--- src/rtl/rht_pkg.sv ---
// Package for the request handle table: operation codes, controller states,
// and the command/status structs between controller and datapath.
// No dependencies.
`timescale 1ns / 1ps

package rht_pkg;

  localparam int MODE_W  = 3;
  localparam int VALUE_W = 32;

  typedef enum logic [MODE_W-1:0] {
    OP_APPEND = 3'd0,
    OP_LATEST = 3'd1,
    OP_CAS    = 3'd2,
    OP_CLEAR  = 3'd3,
    OP_ROOM   = 3'd4
  } op_t;

  typedef enum logic [1:0] {
    S_IDLE,
    S_EXEC,
    S_SCAN,
    S_FINISH
  } state_t;

  typedef struct packed {
    logic load;    // capture item, reset scan pointer and result
    logic append;  // store handle if room
    logic clear;   // empty the table
    logic issue;   // read next entry, top down
    logic found;   // current read data matched
    logic emit;    // move result into the output register
  } dp_cmd_t;

  typedef struct packed {
    op_t  op;
    logic issue_left;
    logic rd_vld;
    logic rd_match;
    logic out_busy;
  } dp_stat_t;

endpackage

--- src/rtl/request_handle_table.sv ---
// Request handle table: an append-only table of up to CAPACITY handles with a
// fill count. One item is processed at a time. Append, clear, room query and
// unused modes pass from accept through the execute and finish states to the
// output register; latest and compare-and-swap read the memory top down one
// entry per cycle through its single registered read port, stopping early
// when a match is found. A finished result sits in the output register while
// the next item is accepted. Clear takes effect at once; no clearing pass
// runs after reset.
// Depends on rht_pkg, rht_ctrl and rht_dp.
`timescale 1ns / 1ps

module request_handle_table #(
  parameter int CAPACITY    = 32,
  parameter int HANDLE_BITS = 32
) (
  input  logic        clk,
  input  logic        rst,
  input  logic        s_tvalid,
  output logic        s_tready,
  input  logic [63:0] s_tdata,   // match_value[31:0], replace_value[63:32]
  input  logic [7:0]  s_tuser,   // mode[2:0], zero above
  output logic        m_tvalid,
  input  logic        m_tready,
  output logic [39:0] m_tdata    // handle_out[31:0], hit[32], has_room[33], zero above
);
  import rht_pkg::*;

  dp_cmd_t  cmd;
  dp_stat_t stat;

  logic [VALUE_W-1:0] handle_out;
  logic               hit;
  logic               has_room;

  rht_ctrl u_ctrl (
    .clk      (clk),
    .rst      (rst),
    .in_valid (s_tvalid),
    .in_ready (s_tready),
    .cmd      (cmd),
    .stat     (stat)
  );

  rht_dp #(
    .CAPACITY    (CAPACITY),
    .HANDLE_BITS (HANDLE_BITS)
  ) u_dp (
    .clk        (clk),
    .rst        (rst),
    .cmd        (cmd),
    .stat       (stat),
    .in_mode    (s_tuser[MODE_W-1:0]),
    .in_match   (s_tdata[VALUE_W-1:0]),
    .in_replace (s_tdata[2*VALUE_W-1:VALUE_W]),
    .out_valid  (m_tvalid),
    .out_ready  (m_tready),
    .out_handle (handle_out),
    .out_hit    (hit),
    .out_room   (has_room)
  );

  assign m_tdata = {6'd0, has_room, hit, handle_out};

endmodule

--- src/rtl/rht_ctrl.sv ---
// Controller of the request handle table: sequences one item at a time.
// Depends on rht_pkg.
`timescale 1ns / 1ps

module rht_ctrl (
  input  logic              clk,
  input  logic              rst,
  input  logic              in_valid,
  output logic              in_ready,
  output rht_pkg::dp_cmd_t  cmd,
  input  rht_pkg::dp_stat_t stat
);
  import rht_pkg::*;

  state_t state, state_next;

  always_ff @(posedge clk) begin
    if (rst) begin
      state <= S_IDLE;
    end else begin
      state <= state_next;
    end
  end

  always_comb begin
    state_next = state;
    unique case (state)
      S_IDLE: begin
        if (in_valid) state_next = S_EXEC;
      end
      S_EXEC: begin
        if (stat.op == OP_LATEST || stat.op == OP_CAS) state_next = S_SCAN;
        else state_next = S_FINISH;
      end
      S_SCAN: begin
        if (stat.rd_vld && stat.rd_match) state_next = S_FINISH;
        else if (!stat.rd_vld && !stat.issue_left) state_next = S_FINISH;
      end
      S_FINISH: begin
        if (!stat.out_busy) state_next = S_IDLE;
      end
      default: state_next = S_IDLE;
    endcase
  end

  always_comb begin
    cmd      = '0;
    in_ready = 1'b0;
    unique case (state)
      S_IDLE: begin
        in_ready = 1'b1;
        cmd.load = in_valid;
      end
      S_EXEC: begin
        cmd.append = (stat.op == OP_APPEND);
        cmd.clear  = (stat.op == OP_CLEAR);
      end
      S_SCAN: begin
        // stop issuing once a match shows up; reads in flight are dropped
        cmd.found = stat.rd_vld && stat.rd_match;
        cmd.issue = stat.issue_left && !(stat.rd_vld && stat.rd_match);
      end
      S_FINISH: begin
        cmd.emit = !stat.out_busy;
      end
      default: ;
    endcase
  end

  a_emit_free: assert property (@(posedge clk) disable iff (rst)
    cmd.emit |-> !stat.out_busy)
    else $error("result emitted over a pending item");

  a_found_rd: assert property (@(posedge clk) disable iff (rst)
    cmd.found |=> state == S_FINISH)
    else $error("match did not end the scan");

  a_load_idle: assert property (@(posedge clk) disable iff (rst)
    cmd.load |=> state == S_EXEC)
    else $error("accepted item not executed");

endmodule

--- src/rtl/rht_dp.sv ---
// Datapath of the request handle table: handle memory, fill count, scan
// pointer, result and output registers. Depends on rht_pkg.
`timescale 1ns / 1ps

module rht_dp #(
  parameter int CAPACITY    = 32,
  parameter int HANDLE_BITS = 32
) (
  input  logic                         clk,
  input  logic                         rst,
  input  rht_pkg::dp_cmd_t             cmd,
  output rht_pkg::dp_stat_t            stat,
  input  logic [rht_pkg::MODE_W-1:0]   in_mode,
  input  logic [rht_pkg::VALUE_W-1:0]  in_match,
  input  logic [rht_pkg::VALUE_W-1:0]  in_replace,
  output logic                         out_valid,
  input  logic                         out_ready,
  output logic [rht_pkg::VALUE_W-1:0]  out_handle,
  output logic                         out_hit,
  output logic                         out_room
);
  import rht_pkg::*;

  localparam int STORE_W = (HANDLE_BITS < VALUE_W) ? HANDLE_BITS : VALUE_W;
  localparam int CNT_W   = $clog2(CAPACITY + 1);
  localparam int IDX_W   = (CAPACITY > 1) ? $clog2(CAPACITY) : 1;

  logic [STORE_W-1:0] mem [CAPACITY];

  op_t                op;
  logic [STORE_W-1:0] mval;
  logic [STORE_W-1:0] rval;
  logic [CNT_W-1:0]   fill_count;
  logic [CNT_W-1:0]   ptr;        // entries still to read
  logic [STORE_W-1:0] rd_data;
  logic [IDX_W-1:0]   rd_idx;
  logic               rd_vld;
  logic [STORE_W-1:0] res_handle;
  logic               res_hit;

  logic               room;
  logic [CNT_W-1:0]   ptr_dec;
  logic               wr_en;
  logic [IDX_W-1:0]   wr_addr;
  logic [STORE_W-1:0] wr_data;

  assign room    = fill_count < CNT_W'(CAPACITY);
  assign ptr_dec = ptr - CNT_W'(1);

  always_comb begin
    wr_en   = 1'b0;
    wr_addr = fill_count[IDX_W-1:0];
    wr_data = mval;
    if (cmd.append && room) begin
      wr_en = 1'b1;
    end else if (cmd.found && op == OP_CAS) begin
      wr_en   = 1'b1;
      wr_addr = rd_idx;
      wr_data = rval;
    end
  end

  always_ff @(posedge clk) begin
    if (wr_en) mem[wr_addr] <= wr_data;
    if (cmd.issue) rd_data <= mem[ptr_dec[IDX_W-1:0]];
  end

  always_ff @(posedge clk) begin
    if (cmd.load) begin
      op   <= op_t'(in_mode);
      mval <= in_match[STORE_W-1:0];
      rval <= in_replace[STORE_W-1:0];
    end
    if (cmd.issue) rd_idx <= ptr_dec[IDX_W-1:0];
  end

  always_ff @(posedge clk) begin
    if (rst) begin
      fill_count <= '0;
      ptr        <= '0;
      rd_vld     <= 1'b0;
      res_handle <= '0;
      res_hit    <= 1'b0;
    end else begin
      rd_vld <= cmd.issue;
      if (cmd.load) begin
        ptr        <= fill_count;
        res_handle <= '0;
        res_hit    <= 1'b0;
      end else if (cmd.issue) begin
        ptr <= ptr_dec;
      end
      if (cmd.append && room) begin
        fill_count <= fill_count + CNT_W'(1);
        res_handle <= mval;
      end
      // entries are rewritten by append before any read, so no sweep
      if (cmd.clear) fill_count <= '0;
      if (cmd.found) begin
        if (op == OP_CAS) res_hit <= 1'b1;
        else res_handle <= rd_data;
      end
    end
  end

  always_ff @(posedge clk) begin
    if (rst) begin
      out_valid <= 1'b0;
    end else if (cmd.emit) begin
      out_valid <= 1'b1;
    end else if (out_ready) begin
      out_valid <= 1'b0;
    end
  end

  always_ff @(posedge clk) begin
    if (cmd.emit) begin
      out_handle <= VALUE_W'(res_handle);
      out_hit    <= res_hit;
      out_room   <= room;
    end
  end

  always_comb begin
    stat.op         = op;
    stat.issue_left = (ptr != '0);
    stat.rd_vld     = rd_vld;
    stat.rd_match   = (op == OP_CAS) ? (rd_data == mval) : (rd_data != '0);
    stat.out_busy   = out_valid && !out_ready;
  end

  a_count_max: assert property (@(posedge clk) disable iff (rst)
    fill_count <= CNT_W'(CAPACITY))
    else $error("fill count above capacity");

  a_read_below: assert property (@(posedge clk) disable iff (rst)
    rd_vld |-> CNT_W'(rd_idx) < fill_count)
    else $error("read of an entry above the fill count");

  a_hit_cas: assert property (@(posedge clk) disable iff (rst)
    cmd.emit && res_hit |-> op == OP_CAS)
    else $error("hit reported for a non compare-and-swap item");

endmodule

--- config.mk ---
export PLATFORM = sky130hd
export DESIGN_NAME = request_handle_table
export DESIGN_NICKNAME = d
export VERILOG_FILES = /design/src/rtl/rht_pkg.sv /design/src/rtl/request_handle_table.sv /design/src/rtl/rht_ctrl.sv /design/src/rtl/rht_dp.sv
export SDC_FILE = /design/constraint.sdc
export NUM_CORES = 1
export LEC_CHECK = 0
export BUFFER_PORTS_ARGS = -buffer_cell sky130_fd_sc_hd__buf_2
export CORE_MARGIN = 3
export CORE_UTILIZATION = 31
export DETAILED_ROUTE_END_ITERATION = 10
export SLEW_MARGIN = 20
export SYNTH_ARGS = -nofsm -noshare
export SYNTH_HDL_FRONTEND = slang
export SYNTH_HIERARCHICAL = 1
export SYNTH_SLANG_ARGS = --single-unit
--- constraint.sdc ---
create_clock -name clk -period 5.5 [get_ports clk]
set_input_delay 0.275 -clock clk [delete_from_list [all_inputs] [get_ports clk]]
set_output_delay 0.275 -clock clk [all_outputs]
set_load 0.1 [all_outputs]
After elaboration in Yosys (flattened, before gate mapping)
Memories as Yosys holds them, arrays and structs flattened. A register that Yosys moved wholly into a read port is not among the register bits.
Index checks and enable logic that the tools add are counted.
{ "totals": {"ramBits": 1024, "mem_count": 1, "out_inout_bits": 42, "wordCells": 79, "register_bits": 155, "inputBits": 76} }
{ "memory_table": {"columns": ["memory", "depth", "word_bits", "rd", "rd_ports_with_merged_regs", "wr", "line", "source"], "rows": [
  ["u_dp.mem", 32, 32, 1, 1, 1, "rht_dp.sv:28", "logic [STORE_W-1:0] mem [CAPACITY];"]
]} }
{ "op_classes": {"n_reduce_logical": 20, "eq_ne": 10, "addsub": 2, "n_mux": 31, "order_cmp": 1} }
{ "op_table": {"columns": ["cell", "n"], "rows": [
  ["$mux 32", 6],
  ["$eq 32x32->1", 1],
  ["$reduce_bool 32->1", 1],
  ["$mux 1", 14],
  ["$mux 2", 6],
  ["$mux 6", 2],
  ["$mux 5", 2],
  ["$pmux 2 s4", 1],
  ["$add 6x1->6 const B", 1],
  ["$eq 3x2->1 const B", 2],
  ["$logic_and 1x1->1", 6],
  ["$lt 6x6->1 const B", 1],
  ["$reduce_bool 6->1", 1],
  ["$sub 6x1->6 const B", 1],
  ["$logic_not 1->1", 5],
  ["$eq 2x2->1 const B", 2],
  ["$ne 2x2->1 const B", 2],
  ["$reduce_bool 2->1", 2],
  ["$eq 3x1->1 const B", 1],
  ["$logic_not 3->1", 1],
  ["$ne 3x1->1 const B", 1],
  ["$reduce_and 3->1", 1],
  ["$eq 2x1->1 const B", 1],
  ["$logic_not 2->1", 1],
  ["2 further kinds", 2]
]} }

Logic depth before layout (Yosys ltp)
Gate-level depths: netlist (run 1).
{ "logic_depth": {"ltp_word": 11, "mapped_depth": 16, "mapped_depth_nobuf": 11} }

By module
The synthesis (run 1) kept the hierarchy.
{ "by_module_without_submodules": {"columns": ["module", "seq_area_each_um2", "cells_per_inst", "area_per_inst_um2", "n_inst"], "rows": [
  ["rht_dp", 35834.4, 2279, 46422.0, 1],
  ["rht_ctrl", 40.0, 33, 272.8, 1],
  ["request_handle_table", 0.0, 9, 63.8, 1]
]} }

Worst setup path after synthesis (run 1)
No wires, ideal clock.
{ "synth_timing": {"path_kind": "register to register", "startpoint": "reg u_dp.op[0]", "endpoint": "mem u_dp/mem[31][0] (netlist name), enable pin", "setup_slack_ns": 0.275, "required_time_ns": 5.039, "path_stages_with_launch": 11, "synth_period_minus_slack_ns": 5.225, "arrival_time_ns": 4.764, "n_path_buf": 1, "cell_sequence": "edfxtp_1 nor3b_1 nand4_1 nor4_1 nand4_1 o21ai_0 and3_1 and3_1 buf_2 a31oi_1 nor3_1"} }
{ "synth_lines": {"columns": ["item", "line", "source"], "rows": [
  ["start: declaration", "rht_dp.sv:30", "op_t op;"],
  ["start signal: assignment", "rht_dp.sv:70", "op <= op_t'(in_mode);"],
  ["end: declaration", "rht_dp.sv:28", null]
]} }

==> run_results.csv, run 1 <==
group,metric,value,unit
drt,vias_per_cell,5.10,
placement,gp_congestion,0.808,
sta,hold_viol,0,
sta,post-route-period-util,0.876,
yosys,synth.cell_area,46800,sq um
sta,fin_skew,0.0572,ns
yosys,ys_seq_elements,1211,
drt,drtAntennaViolNets,0,
worst_setup_path,critPathCaptureType,"register",
worst_setup_path,worst-endpoint-arrival,5.12,ns
placement,place_hpwl,73300,um
clock_network,clockRootBuffer,"clkbuf_16",
power_and_ir_drop,p_per_area,439,nW/um^2
yosys,synth-seq-area-share,0.767,
yosys,synth_cells,2321,
power_and_ir_drop,sw_frac_of_total,0.296,
grt,gr-usage-all-layers,0.154,
grt,grt_max_degree,100,
worst_setup_path,cp_top_family,"simple AND/OR/NAND/NOR gates",
clock_network,postCtsResizedCells,0,
finish,drive_above_1_share,0.271,
worst_setup_path,slowest_stage,"buf_4",
grt,grt.overflow.total,0,
yosys,synth.distinct_cells,55,
worst_setup_path,path_class,"reg -> reg",
yosys,synth-edff-count,1162,
sta,rsz0062_at_grt,"false",
power_and_ir_drop,combPwrFrac,0.206,
drt,drc_errors,0,
worst_setup_path,crit_top_cell,"buf_4",
drt,wl,122000,um
power_and_ir_drop,seqPwrFrac,0.467,
sta,fin_crit,4.82,ns
placement,portBuffers,106,
floorplanning,start_util,0.314,
yosys,synth_area_per_cell,20.1,sq um
sta,tightestPinTransition,1.15,ns
drt,vias,23900,
worst_hold_path,hold_class,"in -> reg",
drt,dr.pass1.iters,7,
worst_setup_path,path_cells,"xnor2_1, nand4_1, nor4_1, nand4_1, o21ai_0, buf_4, and3_1, nand3_2, buf_4, nor3b_1, o21ai_0, buf_4, nor2_4, buf_4",
floorplanning,fp.dieW,394,um
clock_network,insertion_delay,0.72,ns
drt,wl_per_cell,26.1,um
clock_network,clock_sink_count,1211,
sta,final-setup-viol-count,0,
worst_setup_path,slowest_delay,0.58,ns
grt,antenna_found_initial,15,
power_and_ir_drop,ir_worst_vdd,267,uV
sta,slew_headroom,0.235,
power_and_ir_drop,clockPowerShare,0.327,
clock_network,cts_tree,"built",
sta,setup_slack,0.682,ns
floorplanning,num_io_pins,118,
grt,grt_pass1_wl,175000,um
sta,final-max-slew-violation-count,0,
floorplanning,die_h,394,um
floorplanning,coreArea,149000,sq um
yosys,synthArstFlopShare,0,
power_and_ir_drop,p_sw,7.13,mW
clock_network,cts_buffer_depth,3,
worst_setup_path,crit_buf_inv,4,
worst_setup_path,worst-path-max-fanout,25,
clock_network,cts_made_buffers,120,
yosys,synth_top_area_cell,"edfxtp_1",
floorplanning,row_count,141,
placement,pre_cts_ws,0.762,ns
outcome,status,"completed",
yosys,synthFlopType,"edfxtp_1",
power_and_ir_drop,p_int,16.9,mW
clock_network,clkTransAtPathRegs,0.07,ns
finish,syn2layout_area_growth,17.2,%
sta,fmax,0.208,GHz
worst_setup_path,worst_setup_path_start_kind,"register",
yosys,synth_warnings,6,
drt,drtIter0Drc,2685,
clock_network,htree_num_levels,3,
yosys,synth_top_cell_area_share,0.746,
clock_network,post_cts_buffers,0,
yosys,synth_area_leaders,"edfxtp_1, mux4_2, dfxtp_1, nand2_1, a211oi_1",
worst_setup_path,crit_required,5.80,ns
finish,finalNetCount,2677,
job,max_cap_violations,0,
power_and_ir_drop,p_leak,17.2,nW
sta,timing.setup.tns,0,ns
grt,grt_pass1_vias,24100,
floorplanning,fp.dieArea,156000,sq um
==> worst paths after layout <==
check	startpoint	to	slack [ns]	cells after the start
max reg2reg	u_dp/mval[8]	u_dp/mem[21][5]	0.68	14
max	u_dp/mval[8]	u_dp/mem[21][5]	0.68	14
min	rst	u_dp/out_valid	0.19	2
min reg2reg	u_dp/res_handle[7]	u_dp/out_handle[7]	0.43	0
==> Yosys cell counts (4+ instances only) <==
library cell	number
inv_1	10
nand3_1	4
a22o_1	32
xnor2_1	22
ha_1	7
mux2i_1	33
and3_1	35
a31oi_1	37
dfxtp_1	49
nor2_1	69
mux4_2	256
buf_6	17
buf_2	39
buf_4	24
clkbuf_1	61
nor3_1	17
edfxtp_1	1162
nand4_1	9
o211ai_1	32
nand2_1	144
nor3b_1	6
o21ai_0	25
a21oi_1	73
nor4_1	12
o21ai_1	17
nor2b_1	6
a211oi_1	67
xor2_1	22
==> layout make-up <==
type	count	area, sq um
antenna	4	10.0
tap	2002	2500
clock buffer	140	3100
sequential	1211	35900
timing repair buffer	290	2230
inverter	11	43.8
multi-input combinational	960	10400
fill	13500	93900
clock inverter	74	633
==> cell usage in the layout, fill, tap and decap left out, types with 49 or more instances in the layout <==
master            n
nor2_1           49
buf_2           106
a211oi_1         67
nand2_1         124
a21oi_1          72
dlygate4sd3_1    69
buf_4           103
clkbuf_16       121
mux4_2          256
edfxtp_1       1162
==> cells by family after synthesis <==
| logic type | Yosys count | synth area share |
|---|---|---|
| xor+xnor | 45 | 0.00883 |
| buf+inv | 155 | 0.0182 |
| fa+ha+maj | 7 | 0.00187 |
| simple gates | 319 | 0.0322 |
| other cells | 1 | 0.0000802 |
| compound gates | 293 | 0.0410 |
| mux | 290 | 0.131 |
| flops | 1211 | 0.767 |
==> power groups by stage <==
stage / combinational [mW] / sequential [mW] / clock (mW)
2_1_floorplan: 2.75 / 11.5 / 0
3_5_place_dp: 4.88 / 11.4 / 0
3_3_place_gp: 4.84 / 11.4 / 0
6_report: 4.95 / 11.2 / 7.87
4_1_cts: 4.93 / 11.3 / 8.01
5_1_grt: 5.23 / 11.3 / 8.39
==> flip-flops by register name, indices dropped and copies added, names as in the netlist <==
name and flops:
u_dp/mval 32, u_dp/res_handle 32, u_dp/res_hit 1, u_dp/rd_vld 1, u_ctrl/state 2, u_dp/out_handle 32
u_dp/out_hit 1, u_dp/ptr 6, u_dp/rval 32, u_dp/op 3, u_dp/out_valid 1, u_dp/fill_count 6
u_dp/out_room 1, u_dp/rd_idx 5, u_dp/mem 1024, u_dp/rd_data 32
==> repair_timing <==
item | CTS | global route
endpoints found under the setup margin | 0 | 0
hold buffers | 69 | 0
hold endpoints to repair | 69 | 0
==> per-layer routing <==
| layer | wire [um] | vias up | GRT usage | part of all wire |
|---|---|---|---|---|
| met2 | 56200 | 998 | 0.237 | 0.46 |
| met1 | 51400 | 12600 | 0.209 | 0.42 |
| met4 | 3200 | 8 | 0.0470 | 0.026 |
| met5 | 50 | - | 0 | 0.00041 |
| li1 | - | 10100 | - | - |
| met3 | 11500 | 192 | 0.0479 | 0.094 |
==> metrics by stage <==
step,util,instances,hold slack [ns],instance area (sq um),power [mW]
floorplan,-,2326,0.344,46800,14.2
finish,0.369,4692,0.188,54800,24.1
detailed placement,0.338,4405,0.411,50300,16.3
global placement,0.338,4405,0.408,50300,16.3
CTS,0.368,4688,0.162,54800,24.2
global route,0.369,4689,0.215,54800,24.9
Power figures use the tool's default switching activity.
==> run 2, diff against run 1 <==
- REMOVE_ABC_BUFFERS: unset -> 1
==> run_results.csv, run 2 (synthesis gave the netlist of run 1 again) <==
group,metric,value,unit
worst_setup_path,r2r_cells,14,
clock_network,cts_buffer_depth,3,
floorplanning,coreArea,149000,sq um
placement,placedCellCount,4443,
sta,tightestPinTransition,1.06,ns
sta,setup_slack,0.528,ns
finish,layout_common_cells,"edfxtp_1, mux4_2, nand2_1",
clock_network,clockRootBuffer,"clkbuf_16",
power_and_ir_drop,p_per_area,438,nW/um^2
worst_setup_path,r2r_slack,0.53,ns
sta,fin_skew,0.0350,ns
grt,gr-usage-all-layers,0.162,
floorplanning,row_count,141,
grt,grt_max_degree,74,
grt,antenna_found_initial,3,
drt,wl_per_cell,27.0,um
worst_setup_path,slowest_stage,"nor2_1",
worst_setup_path,critPathCapture,"u_dp/mem[17][19]",
finish,max_flop_register,"u_dp/mem",
drt,drtAntennaViolNets,0,
placement,place_area,50800,sq um
worst_setup_path,crit_buf_inv,4,
worst_setup_path,worst-path-max-fanout,21,
finish,final-seq-area,35900,sq um
worst_setup_path,crit_required,5.93,ns
worst_setup_path,slowest_delay,0.62,ns
clock_network,cts_tree,"built",
sta,rsz0062_at_grt,"false",
worst_setup_path,r2r_start,"u_dp/mval[16]",
sta,final-max-slew-violation-count,0,
power_and_ir_drop,power,24.3,mW
worst_setup_path,crit_top_cell,"buf_4",
drt,vias_per_cell,5.23,
job,max_cap_violations,0,
floorplanning,die_h,394,um
sta,post-route-period-util,0.904,
power_and_ir_drop,p_leak,17.5,nW
worst_setup_path,worst_setup_path_start_kind,"register",
clock_network,cts_made_buffers,119,
worst_setup_path,path_cells,"xnor2_1, buf_4, nand4_1, nor4_1, nand4_1, o21ai_0, and3_1, and3_2, buf_4, buf_4, nor3_1, nor2_1, nor3_2, buf_12",
worst_setup_path,startpoint,"u_dp/mval[16]",
clock_network,clkTransAtPathRegs,0.06,ns
grt,grt.overflow.total,0,
finish,multi_input_area,10400,sq um
finish,diodes,0,
outcome,status,"completed",
clock_network,htree_num_levels,3,
floorplanning,fp.dieW,394,um
drt,dr.pass1.iters,5,
floorplanning,num_io_pins,118,
floorplanning,start_util,0.314,
drt,vias,24800,
clock_network,postCtsResizedCells,0,
worst_setup_path,path_class,"reg -> reg",
drt,wl,128000,um
finish,finalNetCount,2714,
finish,largest_register_ffs,1024,
placement,portBuffers,106,
worst_setup_path,cp_top_family,"simple AND/OR/NAND/NOR gates",
finish,n_fill_cell,13500,
placement,place_hpwl,75700,um
sta,hold_viol,0,
grt,grt_pass1_vias,24600,
clock_network,clock_sink_count,1211,
sta,slew_headroom,0.293,
finish,instances_no_fill,4738,
placement,gp_congestion,0.844,
worst_setup_path,critPathCaptureType,"register",
worst_setup_path,rr_endpoint,"u_dp/mem[17][19]",
sta,final-setup-viol-count,0,
sta,fin_crit,4.97,ns
sta,hold_ws,0.207,ns
drt,drc_errors,0,
worst_hold_path,hold_class,"in -> reg",
grt,grt_pass1_wl,184000,um
finish,drive_above_1_share,0.273,
finish,layout_commonest_cell,"edfxtp_1",
clock_network,insertion_delay,0.72,ns
worst_setup_path,cp_num_cells,14,
power_and_ir_drop,ir_worst_vdd,269,uV
floorplanning,fp.dieArea,156000,sq um
finish,finalInstanceArea,55400,sq um
worst_setup_path,worst-endpoint-arrival,5.40,ns
finish,syn2layout_area_growth,18.6,%
sta,fmax,0.201,GHz
drt,drtIter0Drc,3099,
placement,pre_cts_ws,0.719,ns
run 2: power by group:
part	total (mW)	switching (mW)	internal [mW]
Sequential	11.3	0.275	11.0
Clock	8.20	3.47	4.72
Combinational	4.82	3.27	1.54
Total	24.3	7.02	17.2
run 2: what timing repair did:
action / 4_1_cts / 5_1_grt
hold endpoints to repair: 69 / 0
setup buffers: 0 / 0
hold buffers: 69 / 0
run 2: metrics by stage:
stage / utilization / setup TNS (ns)
detailed placement: 0.342 / 0
finish: 0.373 / 0
global route: 0.373 / 0
CTS: 0.373 / 0
global placement: 0.342 / 0
floorplan: - / -968.80
run 2: final cells by class:
class,count,share of cell area
Tap cell,2002,0.0452
Clock inverter,53,0.0107
Inverter,11,0.000790
Multi-Input combinational cell,960,0.187
Clock buffer,173,0.0601
Timing Repair Buffer,328,0.0493
Sequential cell,1211,0.647
run 2: worst min-delay path by stage:
stage                                    from                   to  slack, ns  depth (start not counted)
final                                     rst       u_dp/out_valid       0.21                          3
after global routing                      rst       u_dp/out_valid       0.17                          3
after CTS                                 rst          u_dp/ptr[1]       0.15                          3
after detailed placement  u_dp/res_handle[30]  u_dp/out_handle[30]       0.41                          0
after global placement    u_dp/res_handle[30]  u_dp/out_handle[30]       0.41                          0
after floorplan                           rst      u_ctrl/state[1]       0.34                          1
run 2: layer usage:
| metal | GRT usage | vias to the layer above | part of all wire | wire length, um |
|---|---|---|---|---|
| li1 | - | 10200 | - | - |
| met1 | 0.231 | 13200 | 0.42 | 53900 |
| met2 | 0.256 | 1153 | 0.47 | 59800 |
| met3 | 0.0321 | 204 | 0.086 | 11100 |
| met4 | 0.0397 | 2 | 0.025 | 3230 |
| met5 | 0.00400 | - | 0.00066 | 84 |
run 2: worst register-to-register path: stages, from the launching register on:
cell and delay, ns:
edfxtp_1 0.48, xnor2_1 0.40, buf_4 0.19, nand4_1 0.12
nor4_1 0.29, nand4_1 0.12, o21ai_0 0.54, and3_1 0.38
and3_2 0.25, buf_4 0.28, buf_4 0.35, nor3_1 0.09
nor2_1 0.62, nor3_2 0.29, buf_12 0.26
==> run 3, diff against run 2 <==
- RECOVER_POWER: unset -> 100
==> run_results.csv, run 3 (synthesis gave the netlist of run 1 again) <==
group,metric,value,unit
clock_network,postCtsResizedCells,0,
drt,drtIter0Drc,3159,
finish,layout_commonest_cell,"edfxtp_1",
grt,antenna_found_initial,2,
sta,tightestPinTransition,2.86,ns
clock_network,clock_sink_count,1211,
sta,timing.setup.tns,0,ns
power_and_ir_drop,ir_worst_vdd,269,uV
clock_network,clockRootBuffer,"clkbuf_16",
finish,layout_common_cells,"edfxtp_1, mux4_2, nand2_1",
drt,drc_errors,0,
outcome,failed_checks,"capacitance limit, slew limit",
sta,fin_crit,5.06,ns
worst_setup_path,crit_required,5.83,ns
sta,rsz0062_at_grt,"false",
clock_network,cts_made_buffers,119,
clock_network,cts_tree,"built",
sta,hold_ws,0.203,ns
floorplanning,num_io_pins,118,
sta,fin_skew,0.0332,ns
power_and_ir_drop,p_leak,17.1,nW
worst_setup_path,critPathCaptureType,"register",
finish,largest_register_ffs,1024,
clock_network,insertion_delay,0.72,ns
worst_setup_path,path_class,"reg -> reg",
sta,setup_slack,0.436,ns
floorplanning,coreArea,149000,sq um
placement,placedCellCount,4443,
finish,instances_no_fill,4738,
placement,place_hpwl,75700,um
outcome,status,"complete, but fails checks",
drt,wl_per_cell,27.1,um
floorplanning,row_count,141,
clock_network,clkTransAtPathRegs,0.06,ns
grt,grt.overflow.total,0,
drt,drtAntennaViolNets,0,
sta,slew_headroom,-0.914,
drt,vias,24700,
grt,gr-usage-all-layers,0.162,
finish,diodes,0,
floorplanning,fp.dieArea,156000,sq um
sta,final-max-slew-violation-count,201,
placement,portBuffers,106,
worst_setup_path,crit_buf_inv,4,
sta,post-route-period-util,0.921,
placement,gp_congestion,0.844,
worst_setup_path,path_cells,"xnor2_1, clkbuf_4, nand4_1, nor4_1, nand4_1, o21ai_0, and3_1, and3_2, clkbuf_2, buf_4, nor3_1, nor2_1, nor3_1, clkbuf_2",
drt,wl,128000,um
clock_network,htree_num_levels,3,
floorplanning,die_h,394,um
finish,drive_above_1_share,0.232,
placement,pre_cts_ws,0.719,ns
worst_setup_path,slowest_delay,0.49,ns
sta,final-setup-viol-count,0,
worst_setup_path,worst_setup_path_start_kind,"register",
floorplanning,fp.dieW,394,um
power_and_ir_drop,p_per_area,440,nW/um^2
worst_setup_path,cp_top_family,"simple AND/OR/NAND/NOR gates",
finish,syn2layout_area_growth,17.6,%
sta,hold_viol,0,
grt,grt_pass1_vias,24600,
drt,dr.pass1.iters,5,
finish,max_flop_register,"u_dp/mem",
sta,fmax,0.197,GHz
finish,finalNetCount,2714,
floorplanning,start_util,0.314,
worst_setup_path,slowest_stage,"o21ai_0",
worst_setup_path,worst-endpoint-arrival,5.40,ns
clock_network,cts_buffer_depth,3,
worst_hold_path,hold_class,"in -> reg",
job,max_cap_violations,7,
finish,n_fill_cell,13600,
grt,grt_max_degree,74,
grt,grt_pass1_wl,184000,um
drt,vias_per_cell,5.22,
worst_setup_path,worst-path-max-fanout,16,
==> run 3: cell types whose count changed in the layout (fill, tap and decap cells not counted), sizes merged <==
cell	previous run	this run
buf	259	129
clkbuf	173	303
==> run 3: final timing paths <==
check                                         start  slack [ns]  cells after the start             endpoint
worst max-delay path                  u_dp/mval[16]        0.44                     14      u_dp/mem[18][0]
worst min-delay path                            rst        0.20                      3       u_dp/out_valid
worst max register to register        u_dp/mval[16]        0.44                     14      u_dp/mem[18][0]
worst min register to register  u_dp/res_handle[30]        0.42                      0  u_dp/out_handle[30]
==> run 3: per-layer routing <==
| metal | up-vias | routed length (um) | track usage |
|---|---|---|---|
| met2 | 1193 | 60100 | 0.256 |
| met4 | 2 | 2960 | 0.0397 |
| met1 | 13200 | 53800 | 0.231 |
| met3 | 188 | 11300 | 0.0321 |
| li1 | 10200 | - | - |
| met5 | - | 85 | 0.00400 |
==> run 3: metrics by stage <==
step           utilization  cell area, sq um  power, mW
3_5_place_dp         0.342             50800       16.2
3_3_place_gp         0.342             50800       16.2
6_report             0.370             55000       24.2
5_1_grt              0.370             55000       25.0
2_1_floorplan            -             46000       14.7
4_1_cts              0.373             55400       24.4
==> run 3: what timing repair did <==
| item | CTS | global route |
|---|---|---|
| buffers inserted | 0 | 0 |
| hold endpoints to repair | 69 | 0 |
| hold buffers | 69 | 0 |
==> run 3: worst reg2reg max path: stages (launching register included) <==
cell      delay (ns)
edfxtp_1        0.48
xnor2_1         0.38
clkbuf_4        0.23
nand4_1         0.12
nor4_1          0.29
nand4_1         0.12
o21ai_0         0.49
and3_1          0.34
and3_2          0.23
clkbuf_2        0.43
buf_4           0.39
nor3_1          0.09
nor2_1          0.49
nor3_1          0.22
clkbuf_2        0.40
==> run 3: cell type report <==
class                           count  area, sq um  share of cell area
Sequential cell                  1211        35900               0.652
Multi-Input combinational cell    960        10200               0.186
Clock buffer                      173         3330              0.0606
Tap cell                         2002         2500              0.0456
Timing Repair Buffer              328         2410              0.0439
Clock inverter                     53          591              0.0107
Inverter                           11         43.8            0.000796
==> run 3: where the power goes <==
group	total [mW]	internal [mW]	switching, mW
Sequential	11.3	11.0	0.275
Combinational	4.75	1.48	3.26
Clock	8.19	4.72	3.47
Total	24.2	17.2	7.01
